**src/gcw_pkg.sv**
```systemverilog
// Shared types, codes and constants of the GC content window block.
`default_nettype none

package gcw_pkg;

  // Input command codes
  localparam logic CMD_SYMBOL = 1'b0;
  localparam logic CMD_EOL    = 1'b1;

  // Configuration port
  localparam int CFG_IDX_W  = 2;
  localparam int CFG_DATA_W = 9;

  localparam logic [CFG_IDX_W-1:0] REG_WINDOW = 2'd0;
  localparam logic [CFG_IDX_W-1:0] REG_STEP   = 2'd1;
  localparam logic [CFG_IDX_W-1:0] REG_BPL    = 2'd2;

  localparam logic [8:0] RST_WINDOW = 9'd10;
  localparam logic [8:0] RST_STEP   = 9'd20;
  localparam logic [7:0] RST_BPL    = 8'd80;
  localparam logic [8:0] STEP_MAX   = 9'd256;

  // Payload widths
  localparam int SYMBOL_W   = 8;
  localparam int OUT_LINE_W = 20;
  localparam int OUT_BASE_W = 28;
  localparam int OUT_AVG_W  = 17;
  localparam int COUNT_W    = 8;

  localparam logic [COUNT_W-1:0] COUNT_MAX = '1;

  // Line queue depth between front and back
  localparam int LQ_DEPTH = 2;

  // ASCII base letters, upper case; clearing bit 5 folds lower case onto them
  localparam logic [SYMBOL_W-1:0] CH_A      = 8'h41;
  localparam logic [SYMBOL_W-1:0] CH_T      = 8'h54;
  localparam logic [SYMBOL_W-1:0] CH_C      = 8'h43;
  localparam logic [SYMBOL_W-1:0] CH_G      = 8'h47;
  localparam logic [SYMBOL_W-1:0] CASE_MASK = 8'hDF;

  typedef enum logic [1:0] {
    BASE_OTHER,
    BASE_AT,
    BASE_GC
  } base_class_t;

  typedef struct packed {
    logic [COUNT_W-1:0] gc;
    logic [COUNT_W-1:0] at;
  } line_counts_t;

  typedef struct packed {
    logic [8:0] window_lines;
    logic [8:0] step_lines;
    logic [7:0] bases_per_line;
  } cfg_t;

  typedef enum logic [1:0] {
    ST_IDLE,
    ST_FRAC,
    ST_AVG,
    ST_COMMIT
  } back_state_t;

  function automatic base_class_t classify(input logic [SYMBOL_W-1:0] sym);
    logic [SYMBOL_W-1:0] u;
    base_class_t         c;
    u = sym & CASE_MASK;
    unique case (u)
      CH_A, CH_T: c = BASE_AT;
      CH_C, CH_G: c = BASE_GC;
      default:    c = BASE_OTHER;
    endcase
    return c;
  endfunction

endpackage

`default_nettype wire

```
**src/gcw_if.sv**
```systemverilog
// Valid/ready channel interfaces for sequence input and window results.
`default_nettype none

interface gcw_in_if
  import gcw_pkg::*;
();
  logic                valid;
  logic                ready;
  logic                command;
  logic [SYMBOL_W-1:0] symbol;

  modport source (output valid, command, symbol, input ready);
  modport sink   (input valid, command, symbol, output ready);
endinterface


`default_nettype wire

```
**src/gcw_front.sv**
```systemverilog
// Front end: accepts characters, counts A/T and G/C bases, queues line totals.
`default_nettype none

module gcw_front
  import gcw_pkg::*;
(
  input  logic         clk,
  input  logic         rst_n,
  gcw_in_if.sink       in_ch,
  input  logic         q_full,
  output logic         push,
  output line_counts_t push_data
);

  logic [COUNT_W-1:0] at_r, at_nxt;
  logic [COUNT_W-1:0] gc_r, gc_nxt;
  logic               accept;
  base_class_t        cls;

  assign in_ch.ready = !q_full;
  assign accept      = in_ch.valid && in_ch.ready;
  assign cls         = classify(in_ch.symbol);

  assign push         = accept && (in_ch.command == CMD_EOL);
  assign push_data.gc = gc_r;
  assign push_data.at = at_r;

  always_comb begin
    at_nxt = at_r;
    gc_nxt = gc_r;
    if (accept) begin
      if (in_ch.command == CMD_EOL) begin
        at_nxt = '0;
        gc_nxt = '0;
      end else begin
        unique case (cls)
          BASE_AT: begin
            if (at_r != COUNT_MAX) at_nxt = at_r + 1'b1;
          end
          BASE_GC: begin
            if (gc_r != COUNT_MAX) gc_nxt = gc_r + 1'b1;
          end
          default: ;
        endcase
      end
    end
  end

  always_ff @(posedge clk) begin
    if (!rst_n) begin
      at_r <= '0;
      gc_r <= '0;
    end else begin
      at_r <= at_nxt;
      gc_r <= gc_nxt;
    end
  end

endmodule

`default_nettype wire

```
**src/flat_wrapper.sv**
```systemverilog
// flat-port wrapper written by rule: the top's interface ports become plain ports
module gcw_front_flat import gcw_pkg::*;
  (clk, rst_n, q_full, push, push_data, in_ch_valid, in_ch_command, in_ch_symbol, in_ch_ready);
  gcw_in_if in_ch_i ();
  input  logic clk;
  input  logic rst_n;
  input  logic q_full;
  output logic push;
  output line_counts_t push_data;
  input wire logic [$bits(in_ch_i.valid)-1:0] in_ch_valid;
  input wire logic [$bits(in_ch_i.command)-1:0] in_ch_command;
  input wire logic [$bits(in_ch_i.symbol)-1:0] in_ch_symbol;
  output wire logic [$bits(in_ch_i.ready)-1:0] in_ch_ready;
  assign in_ch_i.valid = in_ch_valid;
  assign in_ch_i.command = in_ch_command;
  assign in_ch_i.symbol = in_ch_symbol;
  assign in_ch_ready = in_ch_i.ready;
  gcw_front u_core (.clk(clk), .rst_n(rst_n), .in_ch(in_ch_i), .q_full(q_full), .push(push), .push_data(push_data));
endmodule
```
**config.mk**
```make
export PLATFORM = sky130hd
export DESIGN_NAME = gcw_front_flat
export DESIGN_NICKNAME = d
export VERILOG_FILES = /design/src/gcw_pkg.sv /design/src/gcw_if.sv /design/src/gcw_front.sv /design/src/flat_wrapper.sv
export SDC_FILE = /design/constraint.sdc
export NUM_CORES = 1
export LEC_CHECK = 0
export ABC_AREA = 1
export BUFFER_PORTS_ARGS = -buffer_cell sky130_fd_sc_hd__buf_2
export CORE_MARGIN = 3
export CORE_UTILIZATION = 50
export DETAILED_ROUTE_END_ITERATION = 10
export PLACE_DENSITY = 0.86
export SLEW_MARGIN = 20
export SYNTH_ARGS = -nofsm -noshare
export SYNTH_HDL_FRONTEND = slang
export SYNTH_SLANG_ARGS = --single-unit
```
**constraint.sdc**
```tcl
create_clock -name clk -period 1.7 [get_ports clk]
set_clock_uncertainty 0.2 [all_clocks]
set_input_delay 0 -clock clk [delete_from_list [all_inputs] [get_ports clk]]
set_output_delay 0 -clock clk [all_outputs]
set_load 0.03 [all_outputs]
```
==> flow_metrics.env <==
export IMPL_start_util=0.5489
export IMPL_cts_buffers=3
export IMPL_grt_pass1_vias=1074
export IMPL_antenna_left=0
export IMPL_p_leak_nw=0.6843
export IMPL_required_ps=1700
export IMPL_syn_inst=178
export IMPL_hold_path_class="primary input to flop"
export IMPL_area_delta_synth_final_pct=24.80
export IMPL_relSlewSlack=0.8112
export IMPL_die_w_um=53.11
export IMPL_fin_nets=231
export IMPL_dieArea_um2=2821
export IMPL_p_int_uw=542.2
export IMPL_critPathLaunchType="flop"
export IMPL_finalSetupTns_ps=0
export IMPL_synth_nets=193
export IMPL_cts_buffer_depth=2
export IMPL_peakVddDrop_mv=0.6866
export IMPL_track_usage=0.2108
export IMPL_htreeDepth=1
export IMPL_antenna_found_initial=0
export IMPL_gp_congestion=0.8569
export IMPL_swShare=0.2578
export IMPL_period_share=0.9695
export IMPL_mostFrequentLayoutCell="nand2_1"
export IMPL_hold_viol=0
export IMPL_p_comb_frac=0.138
export IMPL_status="completed"
export IMPL_yosysSeqAreaShare=0.2886
export IMPL_slew_violations=0
export IMPL_routedWlPerCell_um=11.20
export IMPL_final_core_util=0.6850
export IMPL_vias_per_cell=5.169
export IMPL_ioPinCount=31
export IMPL_dp_hpwl_um=2042
export IMPL_power_density_nw_per_um2=527.4
export IMPL_vias=1251
export IMPL_dr_pass1_iters=4
export IMPL_grt_pass1_wl_um=4533
export IMPL_switchingPower_uw=188.3
export IMPL_power_frac_seq=0.520
export IMPL_synth_top_area_frac=0.2886
export IMPL_core_area_um2=2022
export IMPL_row_count=16
export IMPL_fillers=190
export IMPL_ys_ff_latch=16
export IMPL_crit_path_end_kind="flop"
export IMPL_clk_pin_slew_ps=100
export IMPL_mostFrequentLayoutCells="nand2_1, buf_2, inv_1"
export IMPL_setup_viol=0
export IMPL_crit_fanout=6
export IMPL_p_clk_frac=0.343
export IMPL_crit_arrival_ps=1650
export IMPL_maxCapViolCount=0
export IMPL_synthesis_area_um2=1110
export IMPL_clock_root_buffer="clkbuf_4"
export IMPL_grt_remaining_overflow=0
export IMPL_drc=0
export IMPL_post_route_min_period_ps=1648
export IMPL_max_slew_worst_pin_slew_ps=282.9
export IMPL_yosysWarnings=0
export IMPL_clock_latency_ps=290
export IMPL_synth_avg_cell_area_um2=6.235
export IMPL_clock_sinks=16
export IMPL_crit_type="flop to flop"
export IMPL_rsz0062_at_grt="yes"
export IMPL_antennaDiodeCount=0
export IMPL_grt_max_degree=13
export IMPL_cts_tree="built"
export IMPL_yosysTopAreaCell="dfxtp_1"
export IMPL_ys_top_cells_by_area="dfxtp_1, nand2_1, inv_1, nor2_1, nand3_1"
export IMPL_die_h_um=53.11
export IMPL_ys_types=23
export IMPL_drtIter0Drc=27
export IMPL_rr_worst_depth=8
export IMPL_holdPathStages=6
export IMPL_portBuffers=29
export IMPL_drive_above_1_share=0.2698
export IMPL_wl_um=2710
export IMPL_max_freq_ghz=0.6067
## path summary, 6_finish.rpt
check	startpoint	endpoint	slack, ps
worst max-delay path	u_core.gc_r[0]	u_core.gc_r[1]	50
worst min-delay path	in_ch_symbol[4]	u_core.at_r[1]	90
worst max register to register	u_core.gc_r[0]	u_core.gc_r[1]	50
worst min register to register	u_core.gc_r[0]	u_core.gc_r[0]	320
## sequential cells by signal, indices dropped and copies added (netlist names)
name,cells
u_core.at_r,8
u_core.gc_r,8
## power groups by stage
stage | sequential, mW | combinational [mW] | clock, mW
after floorplan | 0.398 | 0.0550 | 0
after global placement | 0.391 | 0.0859 | 0
after detailed placement | 0.391 | 0.0889 | 0
after CTS | 0.383 | 0.0963 | 0.254
after global routing | 0.381 | 0.112 | 0.268
final | 0.380 | 0.101 | 0.250
## timing repair
item,in CTS,in global routing
hold buffers,4,0
gates resized for setup,0,6
setup buffers,0,1
hold endpoints to repair,15,0
endpoints found under the setup margin,0,12
## critical path, stage by stage (launching register included)
cell	delay, ps
dfxtp_2	350
ha_1	220
nand2_2	100
nor2_4	40
nand2_1	80
nand3_2	180
nand2_4	140
nand3_1	90
a21oi_1	170
## cell usage after synthesis
cell type  number
nand4_2         1
o21ai_0         5
nand3_2         4
nor2_1         23
nor3_1          1
nor2_2          1
nand2_1        47
inv_2           1
nand3b_1        1
nor3_2          1
nand2_2         6
xor2_1          1
buf_4           1
clkbuf_2        1
nand3_1        16
inv_1          25
a21oi_1        15
ha_1            2
nand4_1         5
nor2_4          3
buf_6           1
o21bai_1        1
dfxtp_1        16
## layout make-up
| cell class | instances | area [um^2] | share of cell area |
|---|---|---|---|
| clock buffers | 4 | 36.28 | 0.02620 |
| multi-input cells | 134 | 686.9 | 0.4959 |
| well taps | 27 | 33.78 | 0.02439 |
| repair buffers | 35 | 200.2 | 0.1445 |
| flip-flops and latches | 16 | 330.3 | 0.2385 |
| inverters | 26 | 97.59 | 0.07046 |
## stage by stage
step / std cells / worst slack (ps) / total power, mW / hold slack (ps) / instance area (um^2)
6_report: 242 / 51.78 / 0.7305 / 85.24 / 1385
5_1_grt: 242 / -20.15 / 0.7609 / 105.8 / 1385
2_1_floorplan: 178 / 38.02 / 0.4527 / -90.15 / 1115
3_3_place_gp: 232 / 89.87 / 0.4770 / 108.0 / 1277
4_1_cts: 240 / 19.80 / 0.7333 / 63.73 / 1354
3_5_place_dp: 232 / 52.00 / 0.4803 / 114.8 / 1277
## logic make-up (layout without fill, tap and decap cells)
group	after synthesis	in the layout	share of synthesized area
XOR/XNOR	1	1	0.007893
adder cells (fa/ha/maj)	2	2	0.02254
flip-flops	16	16	0.2886
buffers and inverters	29	65	0.1094
AND/OR/NAND/NOR	109	110	0.4746
AO/OA/AOI/OAI	21	21	0.09695
## metal layers
layer  track usage  share of wire  vias up  wire [um]
met2        0.3512           0.50       35       1346
li1              -              -      650          -
met5             0              0        -          0
met3       0.02254          0.039        7        107
met4       0.09787          0.019        0         52
met1        0.2698           0.44      559       1203
Note: power is estimated with default switching activity, not from simulation.
