==> src/gcw_pkg.sv <==
// Shared types, codes and constants of the GC content window block.
`default_nettype none

package gcw_pkg;

  // Input command codes
  localparam logic CMD_SYMBOL = 1'b0;
  localparam logic CMD_EOL    = 1'b1;

  // Configuration port
  localparam int CFG_IDX_W  = 2;
  localparam int CFG_DATA_W = 9;

  localparam logic [CFG_IDX_W-1:0] REG_WINDOW = 2'd0;
  localparam logic [CFG_IDX_W-1:0] REG_STEP   = 2'd1;
  localparam logic [CFG_IDX_W-1:0] REG_BPL    = 2'd2;

  localparam logic [8:0] RST_WINDOW = 9'd10;
  localparam logic [8:0] RST_STEP   = 9'd20;
  localparam logic [7:0] RST_BPL    = 8'd80;
  localparam logic [8:0] STEP_MAX   = 9'd256;

  // Payload widths
  localparam int SYMBOL_W   = 8;
  localparam int OUT_LINE_W = 20;
  localparam int OUT_BASE_W = 28;
  localparam int OUT_AVG_W  = 17;
  localparam int COUNT_W    = 8;

  localparam logic [COUNT_W-1:0] COUNT_MAX = '1;

  // Line queue depth between front and back
  localparam int LQ_DEPTH = 2;

  // ASCII base letters, upper case; clearing bit 5 folds lower case onto them
  localparam logic [SYMBOL_W-1:0] CH_A      = 8'h41;
  localparam logic [SYMBOL_W-1:0] CH_T      = 8'h54;
  localparam logic [SYMBOL_W-1:0] CH_C      = 8'h43;
  localparam logic [SYMBOL_W-1:0] CH_G      = 8'h47;
  localparam logic [SYMBOL_W-1:0] CASE_MASK = 8'hDF;

  typedef enum logic [1:0] {
    BASE_OTHER,
    BASE_AT,
    BASE_GC
  } base_class_t;

  typedef struct packed {
    logic [COUNT_W-1:0] gc;
    logic [COUNT_W-1:0] at;
  } line_counts_t;

  typedef struct packed {
    logic [8:0] window_lines;
    logic [8:0] step_lines;
    logic [7:0] bases_per_line;
  } cfg_t;

  typedef enum logic [1:0] {
    ST_IDLE,
    ST_FRAC,
    ST_AVG,
    ST_COMMIT
  } back_state_t;

  function automatic base_class_t classify(input logic [SYMBOL_W-1:0] sym);
    logic [SYMBOL_W-1:0] u;
    base_class_t         c;
    u = sym & CASE_MASK;
    unique case (u)
      CH_A, CH_T: c = BASE_AT;
      CH_C, CH_G: c = BASE_GC;
      default:    c = BASE_OTHER;
    endcase
    return c;
  endfunction

endpackage

`default_nettype wire

==> src/gcw_lineq.sv <==
// Short queue of finished line counts between front and back.
`default_nettype none

module gcw_lineq
  import gcw_pkg::*;
(
  input  logic         clk,
  input  logic         rst_n,
  input  logic         push,
  input  line_counts_t push_data,
  output logic         full,
  input  logic         pop,
  output line_counts_t head,
  output logic         empty
);

  localparam int AW = (LQ_DEPTH > 1) ? $clog2(LQ_DEPTH) : 1;
  localparam int CW = $clog2(LQ_DEPTH + 1);

  line_counts_t    entry_r [LQ_DEPTH];
  logic [AW-1:0]   wr_r, rd_r;
  logic [CW-1:0]   cnt_r;
  logic            do_push, do_pop;

  assign full    = (cnt_r == CW'(LQ_DEPTH));
  assign empty   = (cnt_r == '0);
  assign head    = entry_r[rd_r];
  assign do_push = push && !full;
  assign do_pop  = pop && !empty;

  function automatic logic [AW-1:0] wrap_inc(input logic [AW-1:0] p);
    return (32'(p) + 32'd1 == 32'(LQ_DEPTH)) ? '0 : p + 1'b1;
  endfunction

  always_ff @(posedge clk) begin
    if (!rst_n) begin
      wr_r  <= '0;
      rd_r  <= '0;
      cnt_r <= '0;
    end else begin
      if (do_push) wr_r <= wrap_inc(wr_r);
      if (do_pop)  rd_r <= wrap_inc(rd_r);
      if (do_push && !do_pop)      cnt_r <= cnt_r + 1'b1;
      else if (do_pop && !do_push) cnt_r <= cnt_r - 1'b1;
    end
  end

  always_ff @(posedge clk) begin
    if (do_push) entry_r[wr_r] <= push_data;
  end

endmodule

`default_nettype wire

==> config.mk <==
export PLATFORM = sky130hd
export DESIGN_NAME = gcw_lineq
export DESIGN_NICKNAME = d
export VERILOG_FILES = /design/src/gcw_pkg.sv /design/src/gcw_lineq.sv
export SDC_FILE = /design/constraint.sdc
export NUM_CORES = 1
export LEC_CHECK = 0
export BUFFER_PORTS_ARGS = -buffer_cell sky130_fd_sc_hd__buf_2
export CAP_MARGIN = 20
export CELL_PAD_IN_SITES_DETAIL_PLACEMENT = 2
export CELL_PAD_IN_SITES_GLOBAL_PLACEMENT = 2
export CORE_MARGIN = 2
export CORE_UTILIZATION = 35
export DETAILED_ROUTE_END_ITERATION = 16
export PLACE_DENSITY_LB_ADDON = 0.1
export SYNTH_ARGS = -nofsm -noshare
export SYNTH_HDL_FRONTEND = slang
export SYNTH_SLANG_ARGS = --single-unit
==> constraint.sdc <==
create_clock -name clk -period 1.98 [get_ports clk]
set_input_delay 0.594 -clock clk [delete_from_list [all_inputs] [get_ports clk]]
set_output_delay 0.594 -clock clk [all_outputs]
set_load 0.02 [all_outputs]
==> qor.yml, run 1 <==
status: "finished clean"
synth_seq_cells: 37
ys_seq_area_share_pct: 76.5
postPlaceCellArea_sq_um: 1660
area_delta_synth_final_pct: 24.8
synth_area_leaders: "edfxtp_1, mux2_2, dfxtp_1"
dr.pass1.iters: 2
path_clk_slew_ns: 0.07
syn_area_sq_um: 1390
drc_errors: 0
rsz0062_at_grt: "no"
syn_avg_cell_area_sq_um: 18.5
path_cells: "buf_12, mux2_2, buf_2"
combPwrFrac_pct: 32.9
cts_tree: "yes"
die-area_sq_um: 4480
vias: 767
p_sw_w: 0.000713
final_layout_size_suffix_gt1_share_pct: 52.5
grt_pass1_vias: 889
h-tree-depth: 2
setup_viol: 0
place_inst: 161
dr.first_iter.drc_count: 35
p_seq_share_pct: 46.1
cp_max_fo: 16
crit_type: "reg -> out"
fmax_mhz: 524
yosysUniqueCellTypes: 21
reg2reg_from: "cnt_r[0]"
clk_path_buf_depth: 2
grt_usage_pct: 13.7
hp-start: "push_data[2]"
fillers: 382
whs_endpoint: "entry_r[0][2]"
die_w_um: 67.0
finalCritPeriodShare_pct: 96.4
synthesis.nets: 96
holdBufCountCts: 0
ioPinCount: 38
p_leak_nw: 0.663
synth_warnings: 0
finalHoldViolCount: 0
reg2reg_slack_ns: 0.34
cp-start-kind: "register"
peakVddDrop_mv: 0.518
clock-root-buffer: "clkbuf_8"
drt.antenna.violating_nets: 0
synth_top_area_share_pct: 69.3
wl_um: 2550
cap_violations: 0
core-area_sq_um: 3740
numCtsBuffers: 5
cpPeakStageDelay_ns: 0.36
layout.nets: 141
min_path_cells: 1
grt_max_degree: 17
clockPowerShare_pct: 21.1
post_cts_buffers: 0
swShare_pct: 31.5
dp_hpwl_um: 1800
port_buffers: 37
row_count: 22
initial_core_util_pct: 37.1
antenna_found_initial: 0
finalClockSkew_ns: 0.00431
finalWeightedCongestion: 0.672
critPathSlowestCell: "dfxtp_1"
routed_via_density: 4.57
post-route-cell-area_sq_um: 1730
fin_cells: 168
fin_crit_ns: 1.91
hp-class: "in -> reg"
detail_route.wl_per_cell_um: 15.1
r2r_end: "cnt_r[1]"
reg2regPathDepth: 6
overflow: 0
die_y_um: 67.0
crit_required_ns: 1.39
powerDensity_nw_per_um2: 1310
synth_largest_area_cell: "edfxtp_1"
clock_sinks: 37
syn_inst: 75
tns_ns: 0
tightest_slew_ns: 0.237
clk_latency_ns: 0.28
cts_resized: 0
drv_slew: 0
relSlewSlack_pct: 84.2
p_int_w: 0.00155
critPathCaptureType: "output port"
grt_first_pass_wirelength_um: 4150
critPathArrivalTime_ns: 1.31
diodes: 0
-- cells in the final DEF (no fill, tap or decap), types with 2 or more instances in the layout --
cell and count:
and2_1 3, buf_4 2, clkbuf_8 5, xnor2_1 2, buf_2 37, dfxtp_1 5
mux2_2 16, nor2_1 2, edfxtp_1 32
-- critical path: cells and delay by family, from the launching register on --
family / cells / cell delay, ns
buffers and inverters: 2 / 0.32
multiplexers: 1 / 0.34
flip-flops: 1 / 0.36
-- kinds of logic after synthesis --
family          count (synthesis)  share of synthesized area [%]
buf+inv                         4                           1.44
flops                          37                           76.5
xor+xnor                        3                           1.89
fa+ha+maj                       1                          0.902
mux                            16                           13.0
simple gates                    9                           3.97
compound gates                  5                           2.34
-- power groups by stage --
stage	logic (W)	registers, W	clock network, W
2_1_floorplan	0.000519	0.00104	0
3_3_place_gp	0.000736	0.00105	0
3_5_place_dp	0.000759	0.00106	0
4_1_cts	0.000761	0.00104	0.000492
5_1_grt	0.000814	0.00105	0.000543
6_report	0.000743	0.00104	0.000476
-- through the flow --
step / util (%) / total power [W] / hold WS, ns / setup slack, ns
2_1_floorplan: - / 0.00156 / 0.483 / 0.229
3_3_place_gp: 44.2 / 0.00178 / 0.504 / 0.306
3_5_place_dp: 44.2 / 0.00182 / 0.560 / 0.212
4_1_cts: 46.3 / 0.00230 / 0.492 / 0.0401
5_1_grt: 46.3 / 0.00241 / 0.484 / 0.00815
6_report: 46.3 / 0.00226 / 0.500 / 0.0713
-- synth_stat cells (all sizes together) --
| cell | n |
|---|---|
| o21a | 1 |
| xor2 | 1 |
| or3 | 1 |
| xnor2 | 2 |
| edfxtp | 32 |
| ha | 1 |
| nor3 | 1 |
| mux2 | 16 |
| a21boi | 2 |
| nand2b | 1 |
| and3 | 1 |
| nor2 | 2 |
| dfxtp | 5 |
| buf | 2 |
| inv | 2 |
| and2 | 3 |
| o21ai | 2 |
-- state kept, by name, summed over array words and instances, names as in the netlist, named ones only --
register,cells
entry_r,32
cnt_r,2
rd_r,1
wr_r,1
-- metal layers --
layer	vias up	global-route usage, %	share of wire, %
li1	368	-	-
met1	374	12.9	37
met2	20	24.5	55
met3	5	5.91	5.4
met4	0	7.65	2.6
met5	-	0	0
-- worst max-delay path by stage --
stage,cells after the start,startpoint,endpoint
after floorplan,2,push,entry_r[0][0]
after global placement,6,push,cnt_r[1]
after global routing,3,register,head[1]
final,3,register,head[3]
after detailed placement,6,push,cnt_r[1]
after CTS,3,register,head[1]
-- layout make-up --
cell class                      count  area [sq um]  area share (%)
Sequential cell                    37          1060            61.3
Multi-Input combinational cell     34           307            17.7
Timing Repair Buffer               40           220            12.7
Clock buffer                        6          72.6            4.19
Tap cell                           48          60.1            3.47
Inverter                            2          7.51           0.434
Clock inverter                      1          3.75           0.217
No activity file was read; power rests on OpenSTA's default activity.
==> inputs of run 2 (changes only) <==
--- a/config.mk
+++ b/config.mk
@@ -12,7 +12,7 @@
 export CORE_MARGIN = 2
 export CORE_UTILIZATION = 35
 export DETAILED_ROUTE_END_ITERATION = 16
-export PLACE_DENSITY_LB_ADDON = 0.1
+export PLACE_DENSITY = 0.76
 export SYNTH_ARGS = -nofsm -noshare
 export SYNTH_HDL_FRONTEND = slang
 export SYNTH_SLANG_ARGS = --single-unit
==> qor.yml, run 2 (same netlist as run 1, synthesis figures left out) <==
post_cts_buffers: 0
ioPinCount: 38
layout.nets: 143
clk_path_buf_depth: 2
p_sw_w: 0.000752
finalHoldViolCount: 0
wl_um: 2850
swShare_pct: 30.4
dp_hpwl_um: 2110
relSlewSlack_pct: 84.0
largestRegisters: "entry_r x32, cnt_r x2"
design_power_total_w: 0.00247
cap_violations: 0
powerDensity_nw_per_um2: 1390
setup_viol: 0
diodes: 0
initial_core_util_pct: 37.1
cp-start-kind: "register"
final_layout_size_suffix_gt1_share_pct: 55.3
postPlaceCellArea_sq_um: 1660
tightest_slew_ns: 0.238
peakVddDrop_mv: 0.784
area_delta_synth_final_pct: 28.1
holdBufCountCts: 0
vias: 800
status: "finished clean"
die-area_sq_um: 4480
p_int_w: 0.00172
numCtsBuffers: 5
die_y_um: 67.0
tns_ns: 0
crit_type: "reg -> out"
place_inst: 163
path_clk_slew_ns: 0.07
p_leak_nw: 0.689
h-tree-depth: 2
overflow: 0
detail_route.wl_per_cell_um: 16.7
final_cell_mix: "buf_2, edfxtp_1, mux2_2, clkbuf_8"
rsz0062_at_grt: "no"
drc_errors: 0
grt_first_pass_wirelength_um: 4480
cpPeakStageDelay_ns: 0.35
critPathCaptureType: "output port"
grt_usage_pct: 14.7
cts_tree: "yes"
clock-root-buffer: "clkbuf_8"
routed_via_density: 4.68
post-route-cell-area_sq_um: 1780
largest_register: "entry_r"
antenna_found_initial: 0
grt_max_degree: 17
dr.first_iter.drc_count: 12
finalCritPeriodShare_pct: 96.3
largest_register_ff_count: 32
hp-class: "in -> reg"
drt.antenna.violating_nets: 0
critPathSlowestCell: "mux2_2"
finalWeightedCongestion: 0.728
die_w_um: 67.0
final_common_cell: "buf_2"
clock_sinks: 37
crit_required_ns: 1.39
dr.pass1.iters: 3
cp_max_fo: 9
row_count: 22
p_seq_share_pct: 42.1
port_buffers: 37
path_cells: "buf_4, mux2_2, buf_2"
fin_crit_ns: 1.91
combPwrFrac_pct: 30.6
finalClockSkew_ns: 0.00268
core-area_sq_um: 3740
clk_latency_ns: 0.28
cts_resized: 0
fmax_mhz: 525
fin_cells: 171
drv_slew: 0
critPathArrivalTime_ns: 1.31
grt_pass1_vias: 910
clockPowerShare_pct: 27.4
-- run 2: cell types whose count changed in the layout (fill, tap and decap cells not counted) --
cell | previous run | this run
buf_4 | 2 | 5
buf_12 | 1 | 0
bufinv_16 | 0 | 1
clkbuf_1 | 1 | 0
clkbuf_8 | 5 | 6
clkinv_1 | 1 | 0
clkinvlp_4 | 0 | 1
-- run 2: critical path: cells and delay by family (launching register included) --
family | cells | cell delay [ns]
multiplexers | 1 | 0.35
buffers and inverters | 2 | 0.35
flip-flops | 1 | 0.33
-- run 2: layout make-up --
class                      instances  area (sq um)
fill                             376          1970
sequential                        37          1060
multi-input combinational         34           307
timing repair buffer              42           223
clock buffer                       6          82.6
tap                               48          60.1
clock inverter                     2          37.5
inverter                           2          7.51
-- run 2: routing by layer --
layer / share of wire [%] / wire [um] / vias up / track usage, %
met4: 1.2 / 33 / 0 / 6.12
li1: - / - / 375 / -
met5: 0 / 0 / - / 0
met3: 5.2 / 148 / 4 / 5.24
met2: 57 / 1620 / 24 / 27.8
met1: 37 / 1050 / 397 / 14.1
-- run 2: power groups by stage --
stage / logic (W) / registers [W] / clock network (W)
3_3_place_gp: 0.000730 / 0.00105 / 0
2_1_floorplan: 0.000519 / 0.00104 / 0
5_1_grt: 0.000831 / 0.00105 / 0.000728
4_1_cts: 0.000774 / 0.00104 / 0.000693
6_report: 0.000755 / 0.00104 / 0.000676
3_5_place_dp: 0.000769 / 0.00106 / 0
-- run 2: path summary, 6_finish.rpt --
path	end	slack (ns)	start	cells past startpoint
setup / recovery	head[2]	0.07	register	3
hold / removal	entry_r[1][8]	0.50	push_data[8]	1
hold reg to reg	cnt_r[1]	0.55	cnt_r[1]	2
setup reg to reg	cnt_r[1]	0.36	cnt_r[0]	6
-- run 2: per-stage QoR --
stage,setup slack [ns],hold WS (ns),utilization (%)
final,0.0736,0.497,47.5
after global routing,0.00744,0.478,47.5
after CTS,0.0501,0.489,47.5
after detailed placement,0.217,0.549,44.3
after global placement,0.309,0.500,44.3
after floorplan,0.229,0.483,-
==> inputs of run 3 (changes only) <==
--- a/config.mk
+++ b/config.mk
@@ -5,6 +5,7 @@
 export SDC_FILE = /design/constraint.sdc
 export NUM_CORES = 1
 export LEC_CHECK = 0
+export ABC_AREA = 0
 export BUFFER_PORTS_ARGS = -buffer_cell sky130_fd_sc_hd__buf_2
 export CAP_MARGIN = 20
 export CELL_PAD_IN_SITES_DETAIL_PLACEMENT = 2
@@ -12,6 +13,7 @@
 export CORE_MARGIN = 2
 export CORE_UTILIZATION = 35
 export DETAILED_ROUTE_END_ITERATION = 16
+export MAX_ROUTING_LAYER = met4
 export PLACE_DENSITY = 0.76
 export SYNTH_ARGS = -nofsm -noshare
 export SYNTH_HDL_FRONTEND = slang
==> qor.yml, run 3 (same netlist as run 1, synthesis figures left out) <==
finalCritPeriodShare_pct: 96.1
row_count: 22
grt_first_pass_wirelength_um: 4460
seq_area_sq_um: 1060
final_cell_mix: "buf_2, edfxtp_1, mux2_2, clkbuf_8"
cp_max_fo: 9
core-area_sq_um: 3740
ioPinCount: 38
worst_slack_ns: 0.0768
layout.nets: 143
finalClockSkew_ns: 0.00230
overflow: 0
drc_errors: 0
holdBufCountCts: 0
largest_register_ff_count: 32
detail_route.wl_per_cell_um: 16.6
pre_cts_slack_ns: 0.217
cp-start-kind: "register"
fillers: 376
fin_util_pct: 47.5
p_sw_w: 0.000750
postPlaceCellArea_sq_um: 1660
die_y_um: 67.0
dp_hpwl_um: 2110
vias: 798
drt.antenna.violating_nets: 0
initial_core_util_pct: 37.1
p_int_w: 0.00172
die_w_um: 67.0
port_buffers: 37
antenna_found_initial: 0
dr.pass1.iters: 3
hp-class: "in -> reg"
status: "finished clean"
grt_max_degree: 17
p_leak_nw: 0.689
post_cts_buffers: 0
cts_resized: 0
area_delta_synth_final_pct: 28.1
fmax_mhz: 525
diodes: 0
numCtsBuffers: 5
path_clk_slew_ns: 0.07
tightest_slew_ns: 0.238
peakVddDrop_mv: 0.784
grt_pass1_vias: 917
rsz0062_at_grt: "no"
drv_slew: 0
combPwrFrac_pct: 30.6
clk_latency_ns: 0.28
final_common_cell: "buf_2"
crit_required_ns: 1.39
p_seq_share_pct: 42.1
tns_ns: 0
finalWeightedCongestion: 0.737
critPathCaptureType: "output port"
wl_um: 2850
finalHoldViolCount: 0
clock_sinks: 37
multiInputGateArea_sq_um: 307
h-tree-depth: 2
setup_viol: 0
powerDensity_nw_per_um2: 1390
clock-root-buffer: "clkbuf_8"
clockPowerShare_pct: 27.3
cts_tree: "yes"
grt_usage_pct: 14.9
crit_type: "reg -> out"
post-route-cell-area_sq_um: 1780
relSlewSlack_pct: 84.0
clk_path_buf_depth: 2
routed_via_density: 4.67
cap_violations: 0
place_inst: 163
final_layout_size_suffix_gt1_share_pct: 55.3
fin_cells: 171
swShare_pct: 30.4
critPathArrivalTime_ns: 1.31
dr.first_iter.drc_count: 12
fin_crit_ns: 1.90
die-area_sq_um: 4480
largest_register: "entry_r"
largestRegisters: "entry_r x32, cnt_r x2"
## run 3: cell type report
| type | count | share of cell area [%] |
|---|---|---|
| repair buffers | 42 | 12.5 |
| inverters | 2 | 0.422 |
| well taps | 48 | 3.38 |
| clock buffers | 6 | 4.64 |
| flip-flops and latches | 37 | 59.7 |
| clock inverters | 2 | 2.11 |
| multi-input cells | 34 | 17.2 |
## run 3: path summary, 6_finish.rpt
path                      from             to  slack [ns]  depth (start not counted)
setup / recovery      register        head[2]        0.08                          3
hold / removal    push_data[8]  entry_r[1][8]        0.50                          1
setup reg to reg      cnt_r[0]       cnt_r[1]        0.36                          6
hold reg to reg       cnt_r[1]       cnt_r[1]        0.55                          2
## run 3: power by group through the flow
stage                     combinational (W)  sequential (W)  clock (W)
after floorplan                    0.000519         0.00104          0
after global placement             0.000730         0.00105          0
after detailed placement           0.000769         0.00106          0
after CTS                          0.000774         0.00104   0.000693
after global routing               0.000831         0.00105   0.000725
final                              0.000754         0.00104   0.000674
## run 3: stage by stage
stage / hold WS (ns) / total power (W)
2_1_floorplan: 0.483 / 0.00156
3_3_place_gp: 0.500 / 0.00178
3_5_place_dp: 0.549 / 0.00183
4_1_cts: 0.489 / 0.00251
5_1_grt: 0.482 / 0.00261
6_report: 0.498 / 0.00247
## run 3: worst max-delay path, stage by stage (launching register included)
cell	delay [ns]
dfxtp_1	0.33
buf_4	0.19
mux2_2	0.35
buf_2	0.16
## run 3: metal layers
metal,global-route usage [%],wire length [um],vias up
li1,-,-,375
met1,14.3,1060,398
met2,27.8,1620,23
met3,4.05,144,2
met4,6.89,24,0
met5,-,0,-
